[config.mk]
export PLATFORM = sky130hd
export DESIGN_NAME = dpe_ctrl
export DESIGN_NICKNAME = d
export VERILOG_FILES = /design/src/dpe_pkg.sv /design/src/dpe_ctrl.sv
export SDC_FILE = /design/constraint.sdc
export NUM_CORES = 1
export LEC_CHECK = 0
export BUFFER_PORTS_ARGS = -buffer_cell sky130_fd_sc_hd__buf_2
export CORE_AREA = 4 4 41 43
export DETAILED_ROUTE_END_ITERATION = 10
export DIE_AREA = 0 0 45 47
export PLACE_DENSITY = 0.69
export SYNTH_ARGS = -nofsm -noshare
export SYNTH_HDL_FRONTEND = slang
export SYNTH_SLANG_ARGS = --single-unit
[constraint.sdc]
create_clock -name clk -period 1.7 [get_ports clk]
set_input_delay 0.085 -clock clk [delete_from_list [all_inputs] [get_ports clk]]
set_output_delay 0.085 -clock clk [all_outputs]
set_load 0.005 [all_outputs]
[src/dpe_pkg.sv]
// Package for the register-mapped DMA / PRBS engine.
// Holds opcodes, result kinds, register map, controller states and the
// command/status structs shared by the controller, datapath and top level.
package dpe_pkg;

    localparam int MEMORY_WORDS_DEFAULT = 256;

    // opcodes (s_tuser)
    localparam logic [1:0] OP_BUS_READ  = 2'd0;
    localparam logic [1:0] OP_BUS_WRITE = 2'd1;
    localparam logic [1:0] OP_DMA_RDATA = 2'd2;
    localparam logic [1:0] OP_DMA_WACK  = 2'd3;

    // result kinds (m_tuser)
    localparam logic [2:0] KIND_READ     = 3'd0;
    localparam logic [2:0] KIND_WACK     = 3'd1;
    localparam logic [2:0] KIND_DMA_RD   = 3'd2;
    localparam logic [2:0] KIND_DMA_WR   = 3'd3;
    localparam logic [2:0] KIND_IGNORED  = 3'd4;

    // register map
    localparam logic [31:0] REG_SRC    = 32'h00;
    localparam logic [31:0] REG_DST    = 32'h04;
    localparam logic [31:0] REG_LEN    = 32'h08;
    localparam logic [31:0] REG_CTRL   = 32'h0c;
    localparam logic [31:0] REG_STAT   = 32'h10;
    localparam logic [31:0] REG_SEED   = 32'h14;
    localparam logic [31:0] ALIAS_LOW  = 32'h100;
    localparam logic [31:0] ALIAS_HIGH = 32'h120;
    localparam logic [31:0] MEM_BASE   = 32'h1000;

    localparam int CTRL_BIT_GO   = 0;
    localparam int CTRL_DIR      = 1;
    localparam int CTRL_BIT_FILL = 2;

    typedef enum logic [3:0] {
        ST_CLEAR,
        ST_IDLE,
        ST_DECODE,
        ST_READ,
        ST_FILL,
        ST_ACK,
        ST_ACK_MORE,
        ST_REQ,
        ST_REQ_OUT,
        ST_IGN
    } state_t;

    typedef enum logic [2:0] {
        OUT_READ,
        OUT_ACK,
        OUT_ACK_MORE,
        OUT_REQ,
        OUT_IGN
    } out_sel_t;

    typedef struct packed {
        logic     latch_in;
        logic     bus_write;
        logic     start_prbs;
        logic     start_reject;
        logic     start_dma;
        logic     dma_resp;
        logic     adv_fin;
        logic     adv_inc;
        logic     sweep_step;
        logic     sweep_zero;
        logic     mem_rd_bus;
        logic     mem_rd_req;
        logic     load_out;
        out_sel_t out_sel;
    } cmd_t;

    typedef struct packed {
        logic [1:0] op;
        logic       start_req;
        logic       prbs_sel;
        logic       start_ok;
        logic       dma_match;
        logic       adv_last;
        logic       sweep_last;
        logic       out_free;
    } status_t;

    function automatic logic [31:0] map_alias(input logic [31:0] a);
        if (a >= ALIAS_LOW && a < ALIAS_HIGH)
            return a - ALIAS_LOW;
        return a;
    endfunction

    function automatic logic [31:0] xorshift_step(input logic [31:0] x);
        logic [31:0] y;
        y = x ^ (x << 13);
        y = y ^ (y >> 17);
        y = y ^ (y << 5);
        return y;
    endfunction

endpackage

[src/dpe_ctrl.sv]
// Controller state machine of the DMA / PRBS engine.
// Depends on dpe_pkg; drives the datapath through cmd_t, watches status_t.
module dpe_ctrl
    import dpe_pkg::*;
(
    input  logic    clk,
    input  logic    rst_n,
    input  logic    s_tvalid,
    input  status_t stat,
    output logic    s_tready,
    output cmd_t    cmd
);

    state_t fsm_reg, fsm_next;

    always_ff @(posedge clk or negedge rst_n)
    begin
        if (!rst_n)
            fsm_reg <= ST_CLEAR;
        else
            fsm_reg <= fsm_next;
    end

    always_comb
    begin
        fsm_next    = fsm_reg;
        cmd         = '0;
        cmd.out_sel = OUT_IGN;
        s_tready    = 1'b0;
        case (fsm_reg)
            ST_CLEAR:
            begin
                cmd.sweep_step = 1'b1;
                cmd.sweep_zero = 1'b1;
                if (stat.sweep_last)
                    fsm_next = ST_IDLE;
            end
            ST_IDLE:
            begin
                s_tready = 1'b1;
                if (s_tvalid)
                begin
                    cmd.latch_in = 1'b1;
                    fsm_next     = ST_DECODE;
                end
            end
            ST_DECODE:
            begin
                case (stat.op)
                    OP_BUS_READ:
                    begin
                        cmd.mem_rd_bus = 1'b1;
                        fsm_next       = ST_READ;
                    end
                    OP_BUS_WRITE:
                    begin
                        if (stat.start_req)
                        begin
                            if (stat.prbs_sel)
                            begin
                                cmd.start_prbs = 1'b1;
                                fsm_next       = ST_FILL;
                            end
                            else if (stat.start_ok)
                            begin
                                cmd.start_dma = 1'b1;
                                fsm_next      = ST_ACK_MORE;
                            end
                            else
                            begin
                                cmd.start_reject = 1'b1;
                                fsm_next         = ST_ACK;
                            end
                        end
                        else
                        begin
                            cmd.bus_write = 1'b1;
                            fsm_next      = ST_ACK;
                        end
                    end
                    default:
                    begin
                        if (stat.dma_match)
                        begin
                            cmd.dma_resp = 1'b1;
                            if (stat.adv_last)
                            begin
                                // final response: no result
                                cmd.adv_fin = 1'b1;
                                fsm_next    = ST_IDLE;
                            end
                            else
                            begin
                                cmd.adv_inc = 1'b1;
                                fsm_next    = ST_REQ;
                            end
                        end
                        else
                            fsm_next = ST_IGN;
                    end
                endcase
            end
            ST_FILL:
            begin
                cmd.sweep_step = 1'b1;
                if (stat.sweep_last)
                    fsm_next = ST_ACK;
            end
            ST_READ:
            begin
                if (stat.out_free)
                begin
                    cmd.load_out = 1'b1;
                    cmd.out_sel  = OUT_READ;
                    fsm_next     = ST_IDLE;
                end
            end
            ST_ACK:
            begin
                if (stat.out_free)
                begin
                    cmd.load_out = 1'b1;
                    cmd.out_sel  = OUT_ACK;
                    fsm_next     = ST_IDLE;
                end
            end
            ST_ACK_MORE:
            begin
                if (stat.out_free)
                begin
                    cmd.load_out = 1'b1;
                    cmd.out_sel  = OUT_ACK_MORE;
                    fsm_next     = ST_REQ;
                end
            end
            ST_REQ:
            begin
                // fetch local word for a write request
                cmd.mem_rd_req = 1'b1;
                fsm_next       = ST_REQ_OUT;
            end
            ST_REQ_OUT:
            begin
                if (stat.out_free)
                begin
                    cmd.load_out = 1'b1;
                    cmd.out_sel  = OUT_REQ;
                    fsm_next     = ST_IDLE;
                end
            end
            ST_IGN:
            begin
                if (stat.out_free)
                begin
                    cmd.load_out = 1'b1;
                    cmd.out_sel  = OUT_IGN;
                    fsm_next     = ST_IDLE;
                end
            end
            default:
                fsm_next = ST_IDLE;
        endcase
    end

endmodule

==> results of run 1 <==
-- where the power goes --
| part | switching [mW] | total (mW) | leakage, nW | internal (mW) |
|---|---|---|---|---|
| Sequential | 0.0190 | 0.143 | 0.0504 | 0.124 |
| Clock | 0.0340 | 0.113 | 0.0138 | 0.0787 |
| Combinational | 0.321 | 0.608 | 0.311 | 0.287 |
-- critical path, cell delays in order (launching register included) --
cell and delay [ns]:
dfrtp_1 0.37, or4b_4 0.58, buf_4 0.16, nor2_2 0.11
and2_1 0.13, buf_2 0.10
-- repair_timing --
action                     CTS  global route
pin swaps                    4             2
setup endpoints to repair    8            10
hold endpoints to repair     4             0
hold buffers                 1             0
gates resized for setup      4             7
buffers inserted             1             1
-- logic make-up after synthesis --
kind of cell,after synthesis,synth area share
flops,4,0.190
mux,1,0.0214
compound gates,18,0.219
xor+xnor,1,0.0166
simple gates,44,0.466
buf+inv,11,0.0879
-- cell type report --
cell class	count	area share
inverters	5	0.0239
repair buffers	36	0.263
flip-flops and latches	4	0.128
multi-input cells	64	0.533
clock buffers	3	0.0287
well taps	15	0.0239
-- through the flow --
stage	total power [mW]	util	hold WS [ns]	setup TNS, ns	cell area (um2)
3_3_place_gp	0.673	0.535	-0.110	0	696
3_5_place_dp	0.683	0.535	-0.107	0	696
4_1_cts	0.825	0.574	0.185	-0.0655	747
2_1_floorplan	0.510	-	-0.211	0	527
6_report	0.864	0.603	0.188	-0.111	785
5_1_grt	0.941	0.603	0.203	-0.540	785
-- worst max-delay path by stage --
stage	endpoint	slack, ns	cells after the start
finish	cmd[9]	-0.08	5
global route	cmd[11]	-0.13	5
floorplan	cmd[11]	0.20	6
detailed placement	cmd[12]	0.14	5
global placement	cmd[11]	0.15	5
CTS	cmd[11]	-0.04	5
-- placed cells by master, fill, tap and decap left out, types with 2 or more instances in the layout --
master and count:
buf_2 28, nor2_1 7, a21oi_1 7, nor3_1 6, buf_4 6, nand2_1 5
nand2b_1 4, inv_1 4, dfrtp_1 4, nor3_2 3, nor4_1 3, clkbuf_4 3
nor2_2 2, o21ai_0 2, a31oi_1 2
-- routing by layer --
metal	vias to the layer above	share of wire	wire length (um)
met5	-	0	0
met4	0	0.0013	2
met3	2	0.072	112
met2	28	0.49	759
met1	310	0.44	676
li1	352	-	-
==> qor.yml, run 1 <==
global_routing:
  grtUsageMet2: 0.243
  grt_pass1_vias: 559
  grtUsageTotal: 0.151
  grt_use_met3: 0.0345
  met1_usage: 0.197
  grt_antenna_before_repair: 0
  grt_max_degree: 17
  top_usage_layer: "met2"
  grt_pass1_wl_um: 2350
  grt_overflow: 0
pwr:
  powerDensity_nw_per_um2: 1100
  irDropWorstVdd_uv: 429
  p_leak_nw: 0.376
critical_path:
  rr_endpoint: "fsm_reg[0]"
  path_class: "flip-flop to output port"
  crit_required_ns: 1.62
  reg2reg_slack_ns: 0.20
  cp-startpoint: "fsm_reg[0]"
  cp-end-kind: "output port"
  path_max_fanout: 3
  crit_arrival_ns: 1.69
  startpoint_type: "flip-flop"
  r2r-start: "fsm_reg[1]"
  ff2ff_path_depth: 5
finish:
  drive_gt1_frac: 0.464
  layoutNonFillerInstCount: 127
  nFillCells: 133
  diodes: 0
  multiInputGateArea_um2: 418
  synthToLayoutAreaGrowth_pct: 48.9
  largest_register_ffs: 4
  regArea_um2: 100
  nNetsFinal: 126
floorplanning:
  die_y_um: 47
  ios: 29
  fp-row-count: 13
  start_util: 0.405
  core_um2: 1300
  fp.dieW_um: 45
  dieArea_um2: 2120
clock_network:
  htreeDepth: 1
  clock-sinks: 4
  clock-root-buffer: "clkbuf_4"
  cts_buffers: 3
  clk_latency_ns: 0.23
  cts_tree: "built"
  path_clk_slew_ns: 0.04
  clock_path_buffers: 2
timing:
  clock.fmax_mhz: 563
  final.min_clock_period_ns: 1.78
  fin_worst_skew_ns: 0.000507
  slew_headroom: 0.765
  setup_viol_count_final: 3
  tightest_slew_ns: 0.351
  rsz0062_at_grt: "yes"
  hold_violations: 0
  slew_viol_final: 0
  period_share: 1.04
  fin_ws_ns: -0.0764
run_status:
  violations: "negative setup slack"
  run_status: "finished with violations"
yosys:
  synth_area_leaders: "dfrtp_1 19%, nor3_1 8.6%, a21oi_1 6.7%"
  ys_async_sr_fraction: 1.00
  synth.distinct_cells: 34
  netlist_top_cells_count: "9 x nor2_1, 9 x nor3_1, 7 x a21oi_1"
  synth_ff_type: "dfrtp_1"
  yosys_warnings: 0
  synthCells: 79
  syn_nets: 91
  synthesis.area_per_instance_um2: 6.67
  netlist_area_um2: 527
  yosysTopAreaCellShare: 0.190
  ys_seq_area_frac: 0.190
  yosys.area.top_type: "dfrtp_1"
  ys_ff_latch: 4
  synth-edff-count: 0
place:
  hpwl_um: 1130
  io_buffers: 28
  place_ws_ns: 0.142
  gp_congestion: 0.745
  dp_cells: 121
route:
  drt_iter0_drc: 5
  drc: 0
  routedWlPerCell_um: 12.2
  detail_route.vias_per_cell: 5.45
  totalWireLength_um: 1550
  drtAntennaViolNets: 0
  first_pass_iters: 4
  vias: 692
flow_run:
  cap_violations: 0
worst_hold_path:
  min_path_type: "primary input to asynchronous set/reset pin"
Note: power is estimated with default switching activity, not from simulation.
==> run 2: changes to the inputs <==
--- a/config.mk
+++ b/config.mk
@@ -6,10 +6,11 @@
 export NUM_CORES = 1
 export LEC_CHECK = 0
 export BUFFER_PORTS_ARGS = -buffer_cell sky130_fd_sc_hd__buf_2
-export CORE_AREA = 4 4 41 43
+export CORE_AREA = 2 2 39 41
 export DETAILED_ROUTE_END_ITERATION = 10
-export DIE_AREA = 0 0 45 47
-export PLACE_DENSITY = 0.69
+export DIE_AREA = 0 0 41 43
+export GPL_ROUTABILITY_DRIVEN = 0
+export PLACE_DENSITY = 0.79
 export SYNTH_ARGS = -nofsm -noshare
 export SYNTH_HDL_FRONTEND = slang
 export SYNTH_SLANG_ARGS = --single-unit
==> run 2 against run 1 <==
Worst hold slack worse by 0.010 ns. The flow still finishes with violations (negative setup slack). Register-to-register slack hardly changed. Critical path depth stayed put. Global-route usage is 4.5 points higher. Highest routed layer unchanged. Largest power group unchanged. Sequential share of layout area is 0.30 points lower. Final cell count stayed put. Maximum frequency is 2.0% higher. Sequential cell count stayed put.
==> qor.yml, run 2 (synthesized netlist as in run 1, its figures left out) <==
run_status:
  run_status: "finished with violations"
  violations: "negative setup slack"
finish:
  nNetsFinal: 125
  layout_common_cells: "28 x buf_2, 7 x nor2_1, 7 x a21oi_1"
  synthToLayoutAreaGrowth_pct: 52.5
  largest_register_ffs: 4
  layoutNonFillerInstCount: 127
  diodes: 0
  drive_gt1_frac: 0.468
  utilization: 0.580
  finalInstanceArea_um2: 803
  nFillCells: 136
  final_common_cell: "buf_2"
critical_path:
  crit_slowest_cell: "or4b_4"
  worstPathBufferInverterCount: 1
  startpoint_type: "flip-flop"
  crit_arrival_ns: 1.66
  cp-end-kind: "output port"
  path_class: "flip-flop to output port"
  slowest_delay_ns: 0.58
  crit_family: "simple AND/OR/NAND/NOR gates"
  crit_required_ns: 1.62
  crit_chain: "or4b_4 > nor2_4 > nand2_4 > nor3b_2 > buf_2"
  reg2reg_slack_ns: 0.20
  path_max_fanout: 4
clock_network:
  clock-root-buffer: "clkbuf_4"
  clk_latency_ns: 0.24
  htreeDepth: 1
  clock-sinks: 4
  cts_buffers: 3
  cts_tree: "built"
  clock_path_buffers: 2
  path_clk_slew_ns: 0.04
worst_hold_path:
  min_path_type: "primary input to asynchronous set/reset pin"
global_routing:
  grt_overflow: 0
  grt_pass1_vias: 573
  grt_antenna_before_repair: 0
  grt_max_degree: 17
  grtUsageTotal: 0.196
  grt_pass1_wl_um: 2390
timing:
  tns_ns: -0.0620
  tightest_slew_ns: 0.355
  clock.fmax_mhz: 574
  rsz0062_at_grt: "yes"
  slew_viol_final: 0
  hold_slack_ns: 0.178
  slew_headroom: 0.763
  setup_viol_count_final: 2
  final.min_clock_period_ns: 1.74
  period_share: 1.02
  fin_ws_ns: -0.0416
  hold_violations: 0
  fin_worst_skew_ns: 0.00945
place:
  io_buffers: 28
  place_ws_ns: 0.0937
  dp_cells: 121
  placed_cell_area_um2: 689
  hpwl_um: 1110
flow_run:
  cap_violations: 0
floorplanning:
  core_um2: 1380
  start_util: 0.381
  ios: 29
  fp.dieW_um: 41
  dieArea_um2: 1760
  die_y_um: 43
  fp-row-count: 14
pwr:
  power.total_uw: 894
  p_leak_nw: 0.393
  p_clk_frac: 0.133
  p_sw_uw: 392
  irDropWorstVdd_uv: 567
  p_int_uw: 501
  swShare: 0.439
  powerDensity_nw_per_um2: 1110
  seqPwrFrac: 0.160
  combinationalPowerShare: 0.707
route:
  totalWireLength_um: 1580
  drtAntennaViolNets: 0
  routedWlPerCell_um: 12.4
  drc: 0
  vias: 692
  drt_iter0_drc: 18
  detail_route.vias_per_cell: 5.45
  first_pass_iters: 4
run 2: cell count changes in the layout (fill, tap and decap cells not counted), sizes merged:
cell,change
buf,-1
run 2: power groups by stage:
stage               clock network [mW]  logic [mW]  registers, mW
floorplan                            0       0.363          0.146
global placement                     0       0.523          0.137
detailed placement                   0       0.538          0.142
CTS                              0.121       0.572          0.141
global route                     0.131       0.701          0.146
finish                           0.119       0.632          0.143
run 2: path summary, 6_finish.rpt:
path / startpoint / end / cells past startpoint
max: fsm_reg[0] / cmd[11] / 5
min: rst_n / fsm_reg[0] / 2
max reg2reg: fsm_reg[0] / fsm_reg[3] / 5
min reg2reg: fsm_reg[3] / fsm_reg[2] / 2
max in group asynchronous: rst_n / fsm_reg[1] / 2
min in group clk: stat[3] / fsm_reg[3] / 4
run 2: what timing repair did:
| item | 4_1_cts | 5_1_grt |
|---|---|---|
| endpoints found under the hold margin | 4 | 0 |
| pin swaps | 2 | 2 |
| gates cloned | 0 | 0 |
| buffers inserted | 2 | 0 |
| setup endpoints to repair | 7 | 9 |
| resized for setup | 5 | 11 |
| hold buffers | 1 | 0 |
run 2: worst register-to-register path: stages, from the launching register on:
cell and delay (ns):
dfrtp_1 0.37, or4b_4 0.58, buf_4 0.17, nor3b_1 0.19, nor2_1 0.06, nand2_1 0.06
run 2: cell type report:
| class | instances | area, um2 | share of cell area |
|---|---|---|---|
| clock buffer | 3 | 22.5 | 0.0280 |
| inverter | 5 | 18.8 | 0.0234 |
| multi-input combinational | 64 | 439 | 0.547 |
| sequential | 4 | 100 | 0.125 |
| tap | 16 | 20.0 | 0.0249 |
| timing repair buffer | 35 | 203 | 0.252 |
run 2: routing by layer:
layer	vias up	part of all wire	routed length (um)	GRT usage
met5	-	0	0	0
met4	0	0.017	27	0.100
met3	4	0.075	118	0.0314
met2	31	0.48	753	0.266
met1	311	0.43	679	0.287
li1	346	-	-	-
==> run 3: changes to the inputs <==
--- a/config.mk
+++ b/config.mk
@@ -6,11 +6,11 @@
 export NUM_CORES = 1
 export LEC_CHECK = 0
 export BUFFER_PORTS_ARGS = -buffer_cell sky130_fd_sc_hd__buf_2
-export CORE_AREA = 2 2 39 41
+export CORE_ASPECT_RATIO = 1.2
+export CORE_UTILIZATION = 30
 export DETAILED_ROUTE_END_ITERATION = 10
-export DIE_AREA = 0 0 41 43
 export GPL_ROUTABILITY_DRIVEN = 0
-export PLACE_DENSITY = 0.79
+export PLACE_DENSITY = 0.65
 export SYNTH_ARGS = -nofsm -noshare
 export SYNTH_HDL_FRONTEND = slang
 export SYNTH_SLANG_ARGS = --single-unit
==> run 3 against run 2 <==
The flow still finishes with violations (negative setup slack). Global-route usage down 2.5 points. Via count unchanged. Clock skew down 0.0093 ns. Count of clock-buffer cells in the layout unchanged. Routed wire length down 1.9%. First-iteration DRC count down 28%. Maximum frequency up 0.92%. Combinational power down 6.0%. Setup slack better by 0.016 ns. Non-clock buffer count down 1. Worst hold slack better by 0.0028 ns. Largest power group unchanged.
==> qor.yml, run 3 (synthesized netlist as in run 1, its figures left out) <==
pwr:
  irDropWorstVdd_uv: 332
  swShare: 0.442
  p_int_uw: 476
  p_sw_uw: 377
  combinationalPowerShare: 0.697
  p_clk_frac: 0.136
  powerDensity_nw_per_um2: 1100
  p_leak_nw: 0.368
  seqPwrFrac: 0.167
place:
  io_buffers: 28
  placed_cell_area_um2: 692
  place_ws_ns: 0.0830
  hpwl_um: 1100
finish:
  nNetsFinal: 124
  diodes: 0
  final_common_cell: "buf_2"
  nFillCells: 192
  drive_gt1_frac: 0.445
  largest_register_ffs: 4
  layout_common_cells: "28 x buf_2, 8 x nor2_1, 7 x a21oi_1"
  utilization: 0.472
  synthToLayoutAreaGrowth_pct: 47.0
  finalInstanceArea_um2: 774
critical_path:
  crit_slowest_cell: "or4b_4"
  slowest_delay_ns: 0.59
  worstPathBufferInverterCount: 1
  startpoint_type: "flip-flop"
  path_class: "flip-flop to output port"
  path_max_fanout: 4
  crit_family: "simple AND/OR/NAND/NOR gates"
  crit_arrival_ns: 1.64
  crit_chain: "or4b_4 > nor2_4 > nand2_2 > nor3b_2 > buf_2"
  cp-end-kind: "output port"
  crit_required_ns: 1.62
clock_network:
  clk_latency_ns: 0.23
  cts_buffers: 3
  clock-root-buffer: "clkbuf_4"
  path_clk_slew_ns: 0.03
  clock_path_buffers: 2
  cts_tree: "built"
  htreeDepth: 1
  clock-sinks: 4
floorplanning:
  fp-row-count: 16
  die_y_um: 47.9
  dieArea_um2: 1930
  ios: 29
  core_um2: 1640
  start_util: 0.321
  fp.dieW_um: 40.3
timing:
  slew_headroom: 0.768
  setup_viol_count_final: 2
  clock.fmax_mhz: 579
  rsz0062_at_grt: "yes"
  fin_ws_ns: -0.0256
  fin_worst_skew_ns: 0.000131
  period_share: 1.02
  slew_viol_final: 0
  hold_violations: 0
  tightest_slew_ns: 0.348
  final.min_clock_period_ns: 1.73
route:
  drt_iter0_drc: 13
  vias: 692
  routedWlPerCell_um: 12.1
  drtAntennaViolNets: 0
  detail_route.vias_per_cell: 5.41
  totalWireLength_um: 1550
  first_pass_iters: 4
  drc: 0
flow_run:
  cap_violations: 0
global_routing:
  grt_max_degree: 17
  grt_pass1_wl_um: 2320
  grt_overflow: 0
  grt_antenna_before_repair: 0
  grtUsageTotal: 0.171
  grt_pass1_vias: 551
run_status:
  violations: "negative setup slack"
  run_status: "finished with violations"
worst_hold_path:
  min_path_type: "primary input to asynchronous set/reset pin"
run 3: cell count changes in the layout (fill, tap and decap cells not counted):
cell     before  now
nor2_1        7    8
mux2_4        1    0
nand2_2       0    1
xnor2_2       1    0
nor2_4        2    1
xnor2_1       0    1
nand2_4       1    0
buf_4         4    3
mux2_2        0    1
run 3: area by class of cell:
| class | count | area, um2 | share of cell area |
|---|---|---|---|
| Tap cell | 18 | 22.5 | 0.0291 |
| Inverter | 5 | 18.8 | 0.0242 |
| Clock buffer | 3 | 22.5 | 0.0291 |
| Multi-Input combinational cell | 64 | 415 | 0.536 |
| Timing Repair Buffer | 34 | 195 | 0.252 |
| Sequential cell | 4 | 100 | 0.129 |
run 3: path summary, 6_finish.rpt:
| check | from | to | slack (ns) | depth (start not counted) |
|---|---|---|---|---|
| max | fsm_reg[0] | cmd[11] | -0.03 | 5 |
| max in group asynchronous | rst_n | fsm_reg[0] | 1.40 | 2 |
| min | rst_n | fsm_reg[3] | 0.18 | 2 |
| min in group clk | stat[3] | fsm_reg[3] | 0.19 | 4 |
| max reg2reg | fsm_reg[0] | fsm_reg[0] | 0.21 | 5 |
| min reg2reg | fsm_reg[3] | fsm_reg[2] | 0.66 | 2 |
run 3: power by group through the flow:
| stage | registers, mW | clock network, mW | logic (mW) |
|---|---|---|---|
| global route | 0.148 | 0.122 | 0.654 |
| floorplan | 0.146 | 0 | 0.363 |
| CTS | 0.141 | 0.117 | 0.574 |
| global placement | 0.138 | 0 | 0.528 |
| detailed placement | 0.141 | 0 | 0.539 |
| finish | 0.143 | 0.116 | 0.594 |
run 3: what timing repair did:
action / in CTS / in global routing
pin swaps: 3 / 2
setup buffers: 1 / 0
endpoints found under the setup margin: 8 / 9
gates resized for setup: 6 / 5
hold endpoints to repair: 4 / 0
hold buffers: 1 / 0
run 3: metrics by stage:
step           hold slack (ns)  TNS (ns)  power (mW)  instances
5_1_grt                  0.202    -0.451       0.925        128
4_1_cts                  0.182   -0.0633       0.832        128
3_5_place_dp            -0.107         0       0.680        123
2_1_floorplan           -0.211         0       0.510         79
6_report                 0.181   -0.0336       0.853        128
3_3_place_gp            -0.110         0       0.666        123
run 3: layer usage:
metal | vias up | global-route usage | routed length, um
met5 | - | 0 | 0
met4 | 0 | 0.0400 | 9
met3 | 2 | 0.0279 | 71
met2 | 22 | 0.300 | 773
met1 | 322 | 0.216 | 693
li1 | 346 | - | -
